$ cat src/trial_division_prime_test_macros.svh
// Assertion macros for the prime test RTL.
// No dependencies; taken in by `include inside tdpt_ctrl, the one module that asserts.
`ifndef TRIAL_DIVISION_PRIME_TEST_MACROS_SVH
`define TRIAL_DIVISION_PRIME_TEST_MACROS_SVH

// Same-cycle implication, checked out of reset.
`define TDPT_ASSERT_NOW(label, clk, rst_n, ante, cons, msg) \
	label: assert property (@(posedge clk) disable iff (!(rst_n)) (ante) |-> (cons)) \
		else $error(msg);

// Next-cycle implication, checked out of reset.
`define TDPT_ASSERT_NEXT(label, clk, rst_n, ante, cons, msg) \
	label: assert property (@(posedge clk) disable iff (!(rst_n)) (ante) |=> (cons)) \
		else $error(msg);

`endif

$ cat src/tdpt_pkg.sv
// Package for the trial-division prime test: controller states, command and
// status bundles between controller and datapath, default width.
`timescale 1ns / 1ps

package tdpt_pkg;

	localparam int DEF_WIDTH = 32;

	typedef enum logic [2:0] {
		ST_IDLE,
		ST_SCREEN,
		ST_DIV,
		ST_CHECK,
		ST_FINISH
	} tdpt_state_t;

	// controller -> datapath
	typedef struct packed {
		logic load;        // capture candidate, divisor := 3
		logic div_init;    // start a remainder run on the current divisor
		logic div_step;    // one restoring-division bit
		logic next_div;    // divisor += 2 and restart the remainder run
		logic set_verdict; // write the result flag
		logic verdict;
	} tdpt_cmd_t;

	// datapath -> controller
	typedef struct packed {
		logic n_lt2;
		logic n_eq2;
		logic n_even;
		logic last_step;   // final division bit this cycle
		logic d_gt_q;      // divisor above quotient: d*d > n, nothing left to try
		logic rem_zero;
	} tdpt_sts_t;

endpackage

$ cat src/tdpt_ctrl.sv
// Controller of the prime test: sequences screening, division runs and the
// result beat. Depends on tdpt_pkg and trial_division_prime_test_macros.svh.
`timescale 1ns / 1ps

module tdpt_ctrl (
	input  logic                clk,
	input  logic                arst_n,
	input  logic                start,
	input  tdpt_pkg::tdpt_sts_t sts,
	output tdpt_pkg::tdpt_cmd_t cmd,
	output logic                busy,
	output logic                done
);
	import tdpt_pkg::*;

	`include "trial_division_prime_test_macros.svh"

	tdpt_state_t state_q;
	tdpt_state_t state_nxt;

	always_ff @(posedge clk or negedge arst_n) begin
		if (!arst_n) begin
			state_q <= ST_IDLE;
		end else begin
			state_q <= state_nxt;
		end
	end

	always_comb begin
		state_nxt = state_q;
		case (state_q)
			ST_IDLE: begin
				if (start) state_nxt = ST_SCREEN;
			end
			ST_SCREEN: begin
				if (sts.n_lt2 || sts.n_eq2 || sts.n_even) state_nxt = ST_FINISH;
				else state_nxt = ST_DIV;
			end
			ST_DIV: begin
				if (sts.last_step) state_nxt = ST_CHECK;
			end
			ST_CHECK: begin
				if (sts.d_gt_q || sts.rem_zero) state_nxt = ST_FINISH;
				else state_nxt = ST_DIV;
			end
			ST_FINISH: begin
				state_nxt = ST_IDLE;
			end
			default: begin
				state_nxt = ST_IDLE;
			end
		endcase
	end

	always_comb begin
		cmd  = '0;
		busy = 1'b1;
		done = 1'b0;
		case (state_q)
			ST_IDLE: begin
				busy     = 1'b0;
				cmd.load = start;
			end
			ST_SCREEN: begin
				if (sts.n_lt2) begin
					cmd.set_verdict = 1'b1;
					cmd.verdict     = 1'b0;
				end else if (sts.n_eq2) begin
					cmd.set_verdict = 1'b1;
					cmd.verdict     = 1'b1;
				end else if (sts.n_even) begin
					cmd.set_verdict = 1'b1;
					cmd.verdict     = 1'b0;
				end else begin
					cmd.div_init = 1'b1;
				end
			end
			ST_DIV: begin
				cmd.div_step = 1'b1;
			end
			ST_CHECK: begin
				// bound test first: d > n/d means d*d > n
				if (sts.d_gt_q) begin
					cmd.set_verdict = 1'b1;
					cmd.verdict     = 1'b1;
				end else if (sts.rem_zero) begin
					cmd.set_verdict = 1'b1;
					cmd.verdict     = 1'b0;
				end else begin
					cmd.next_div = 1'b1;
				end
			end
			ST_FINISH: begin
				done = 1'b1;
			end
			default: begin
				busy = 1'b0;
			end
		endcase
	end

	`TDPT_ASSERT_NEXT(a_accept_goes_busy, clk, arst_n, start && !busy, busy, "accepted beat did not raise busy")
	`TDPT_ASSERT_NEXT(a_done_one_cycle, clk, arst_n, done, !done && !busy, "result strobe longer than one cycle")
	`TDPT_ASSERT_NOW(a_done_while_busy, clk, arst_n, done, busy, "result strobe outside a test")
	`TDPT_ASSERT_NEXT(a_div_run_ends_in_check, clk, arst_n, state_q == ST_DIV && sts.last_step, state_q == ST_CHECK, "division run did not end in a check")

endmodule

$ cat config.mk
export PLATFORM = sky130hd
export DESIGN_NAME = tdpt_ctrl
export DESIGN_NICKNAME = d
export VERILOG_FILES = /design/src/tdpt_pkg.sv /design/src/tdpt_ctrl.sv
export VERILOG_INCLUDE_DIRS = /design/src /design/src/src
export SDC_FILE = /design/constraint.sdc
export NUM_CORES = 1
export LEC_CHECK = 0
export ABC_CLOCK_PERIOD_IN_PS = 1550
export BUFFER_PORTS_ARGS = -buffer_cell sky130_fd_sc_hd__buf_2
export CAP_MARGIN = 40
export CORE_AREA = 3 3 40 42
export CTS_CLUSTER_DIAMETER = 200
export DETAILED_ROUTE_END_ITERATION = 7
export DIE_AREA = 0 0 43 45
export GPL_TIMING_DRIVEN = 0
export PLACE_DENSITY = 0.45
export SLEW_MARGIN = 20
export SYNTH_ARGS = -nofsm -noshare
export SYNTH_HDL_FRONTEND = slang
export SYNTH_SLANG_ARGS = --single-unit
$ cat constraint.sdc
create_clock -name clk -period 1.55 [get_ports clk]
set_clock_uncertainty 0.2 [all_clocks]
set_input_delay 0.3875 -clock clk [delete_from_list [all_inputs] [get_ports clk]]
set_output_delay 0.3875 -clock clk [all_outputs]
set_load 0.03 [all_outputs]
# == Yosys cells after proc, flatten, opt, wreduce, memory -nomap -nowiden ==
# Cells that the tools add are included.
# totals
reg_bits,3
out_inout_bits,8
word_cells,35
# classes
eq_ne,6
muxes,22
reduce_logical,6
# op_table
cell,count
two-way mux 3 bit,4
one-hot mux 3 bit (4 select lines),1
two-way mux 1 bit,11
two-way mux 2 bit,5
"== test 3 x 2 -> 1 bit, second input constant",2
"inequality test 2 bit, second input constant",2
one-hot mux 2 bit (2 select lines),1
OR reduction 4 bit,1
"== test 3 x 1 -> 1 bit, second input constant",1
"== test 3 bit, second input constant",1
logical NOT 3 bit,1
logical OR 1 bit,3
AND reduction 2 bit,1

# == Logic depth before layout (Yosys ltp) ==
# depth
depth_word,4
ltp_mapped,2

# == Worst setup path after synthesis ==
# OpenSTA, ideal clock, no wires.
# synth_path
kind,reg-to-output
startpoint,register state_q[2]
endpoint,output cmd[1] (netlist name)
slack_ns,-0.446
t_arrival_ns,1.409
t_required_ns,0.962
stages_incl_launch_ff,3
cell_sequence,dfrtp_1 > nand2b_1 > nor3b_1
# synth_rtl
item,line_no,text
start: declaration,tdpt_ctrl.sv:18,tdpt_state_t state_q;
start signal: assignment,tdpt_ctrl.sv:25,state_q <= state_nxt;
end: declaration,tdpt_ctrl.sv:10,"output tdpt_pkg::tdpt_cmd_t cmd,"

==> results by group <==
Outcome
  • Status: finished with violations
  • Failing checks: setup timing

Hold path
  • Hold Path Cell Cnt: 3
  • Min-delay src: sts[2]
  • Hold endpoint: state_q[0]$_DFFE_PN0P_
  • Min-Delay Path Class: in2reg

Route
  • Via/cell ratio: ~4.3
  • Initial drt markers: 3
  • Final ANT Viol Nets: 0
  • Vias: approximately 270
  • Post-route DRC violation count: 0
  • Overall routed net length: approximately 690 µm
  • Routed wire per std cell: 10.9 µm
  • Pre-antenna DRT Iters: 3

Synthesis
  • Synthesized flop and latch total: 3
  • Syn avg cell area: about 9.0 µm²
  • Share of the synthesized area in the top cell type: 0.347
  • Area contributors post-synth: dfrtp_1, nor3b_1, nand2b_1
  • Most frequent cells after synthesis: dfrtp_1, nor3b_1
  • Ys Warns: 0
  • Distinct cells, synth: 16
  • Syn Inst Count: 24
  • Mapped Area: between 200 and 250 µm²
  • Post-Syn Nets: 33
  • Asr flop ratio synth: 1.00
  • Sequential element share of the synthesized area: 0.347
  • Main synth FF type: dfrtp_1
  • Largest area contributor in the netlist: dfrtp_1
  • Post-synth EDFFs: 0

Power and ir drop
  • Switching Fraction: 0.454
  • Power Dens Cells: about 2000 nW/µm²
  • Clk pwr share: 0.142
  • Power Internal: ~0.54 mW
  • NetSw: between 0.4 and 0.5 mW
  • Total Power: between 0.9 and 1 mW
  • Comb pwr share: 0.666
  • Flop pwr share: 0.192
  • Leakage: between 0.2 and 0.25 nW
  • Peak VDD IR: around 0.54 mV

Critical path
  • Crit Path Max Fanout: 4
  • Kind of critical path: reg2out
  • Setup crit start kind: flip-flop
  • Worst setup EP type: primary output
  • Reg-to-reg endpoint: state_q[2]$_DFFE_PN0P_
  • Reg-to-reg setup timing slack: 0.08 ns
  • FF-to-FF Start: state_q[1]$_DFFE_PN0P_
  • CP arrival: roughly 1.4 ns
  • R2R depth: 3
  • Worst Path Required: 0.96 ns

Global route
  • Initial antenna violation count: 0
  • Largest net degree at the start of global routing: 8
  • Final global-route overflow total: 0
  • First-pass GRT wire length: 1190 µm
  • Number of global-route vias before repair: ~270
  • GRT Total Usage: 0.0884

Layout
  • Fin nets: slightly below 60
  • Area Growth Syn to Fin: 129%
  • Diode count: 0
  • Fin area: 497 µm²
  • Area of the multi-input gates: ~220 µm²
  • Sequential cell area: 76.3 µm²
  • Layout cells sized above 1: 0.750
  • Max reg flops: 3
  • Most flops, register: state_q
  • Fill count: 140
  • Regs by FF count: state_q (3)

Floorplanning
  • Die area: about 1900 µm²
  • Initial Util: 0.168
  • Placeable Area: between 1000 and 1500 µm²
  • IO Count: 17
  • # rows: 13
  • Height of the die: 45 µm
  • Die W: about 43 µm

Placement
  • HPWL Detailed: between 400 and 500 µm
  • I/O Buffers: 16
  • GPL Wtd Cong: around 0.61
  • Placement Cell Area: 365 µm²
  • Dpl ws: -0.449 ns

STA
  • Slew Viols, Final: 0
  • RSZ-0062 raised after global routing: yes
  • Tightest Pin Transition: about 0.32 ns
  • Fmax: ~500 MHz
  • Tcrit/Tclk final: 1.29
  • Final Hold Vio Count: 0
  • Post-route setup slack: -0.454 ns
  • Slew headroom: 0.787
  • Endpoints failing setup: 8
  • Tmin final: roughly 2.0 ns
  • Setup TNS: -2.41 ns
  • Hold WS: 0.217 ns

Run
  • Max-Cap Viols: 0

Clock network
  • TritonCTS Sinks: 3
  • Worst-Skew Late Latency: about 0.23 ns
  • H-tree depth: 1
  • CTS tree: yes
  • CTS max path bufs: 2
  • Reg clk slew, reported paths: about 0.040 ns
  • Clock root cell: clkbuf_4
  • Num CTS Buffers: 3
layout by cell type, fill, tap and decap left out, drive strengths merged:
| cell type | synthesis | layout |
|---|---|---|
| o21ai | 1 | 1 |
| clkbuf | 0 | 4 |
| a211oi | 1 | 1 |
| o2bb2ai | 1 | 1 |
| nand2 | 2 | 2 |
| or4 | 1 | 1 |
| nor3b | 4 | 4 |
| dlygate4sd3 | 0 | 1 |
| buf | 0 | 19 |
| and2 | 1 | 1 |
| xnor2 | 1 | 1 |
| or3b | 1 | 1 |
| a21oi | 1 | 1 |
| nor2b | 2 | 2 |
| nor2 | 2 | 2 |
| dfrtp | 3 | 3 |
| nor3 | 1 | 1 |
| nand2b | 2 | 2 |
worst max-delay path: stages, from the launching register on:
cell     delay (ns)
dfrtp_2        0.42
or4_4          0.45
nor3b_4        0.18
buf_6          0.14
power by group through the flow:
stage	sequential, mW	clock (mW)	combinational [mW]
2_1_floorplan	0.168	0	0.376
3_3_place_gp	0.185	0	0.472
3_5_place_dp	0.186	0	0.478
4_1_cts	0.191	0.148	0.663
5_1_grt	0.200	0.160	0.695
6_report	0.189	0.140	0.655
metal layers:
metal | vias to the layer above | GRT usage | routed length, µm
li1 | 136 | - | -
met1 | 122 | 0.102 | 272
met2 | 13 | 0.129 | 357
met3 | 0 | 0.0478 | 58
met4 | 0 | 0.0542 | 0
met5 | - | 0 | 0
area by class of cell:
class / instances / area share
well taps: 15 / 0.0378
repair buffers: 20 / 0.312
flip-flops and latches: 3 / 0.154
clock buffers: 4 / 0.0529
multi-input cells: 21 / 0.443
cells by family after synthesis:
group	Yosys count	synth area share
simple gates	16	0.491
compound gates	4	0.121
flops	3	0.347
xor+xnor	1	0.0405
how the worst max path moves through the flow:
stage | startpoint | end | slack [ns] | cells past startpoint
after floorplan | sts[3] | cmd[4] | -0.20 | 2
after global placement | sts[3] | cmd[1] | -0.44 | 4
after detailed placement | sts[3] | cmd[1] | -0.45 | 4
after CTS | state_q[1]$_DFFE_PN0P_ | cmd[1] | -0.47 | 3
after global routing | state_q[1]$_DFFE_PN0P_ | cmd[1] | -0.50 | 3
final | state_q[1]$_DFFE_PN0P_ | cmd[1] | -0.45 | 3
stage by stage:
stage	cells	utilization
final	63	0.387
after global routing	63	0.387
after CTS	63	0.387
after detailed placement	55	0.284
after global placement	55	0.284
after floorplan	24	-
what timing repair did:
| action | 4_1_cts | 5_1_grt |
|---|---|---|
| hold buffers | 1 | 0 |
| gates resized for setup | 21 | 0 |
| pin swaps | 3 | 0 |
| endpoints found under the hold margin | 3 | 0 |
| setup endpoints to repair | 8 | 8 |
| cloned | 0 | 0 |
| buffers inserted | 3 | 0 |
No activity file was read; power rests on OpenSTA's default activity.
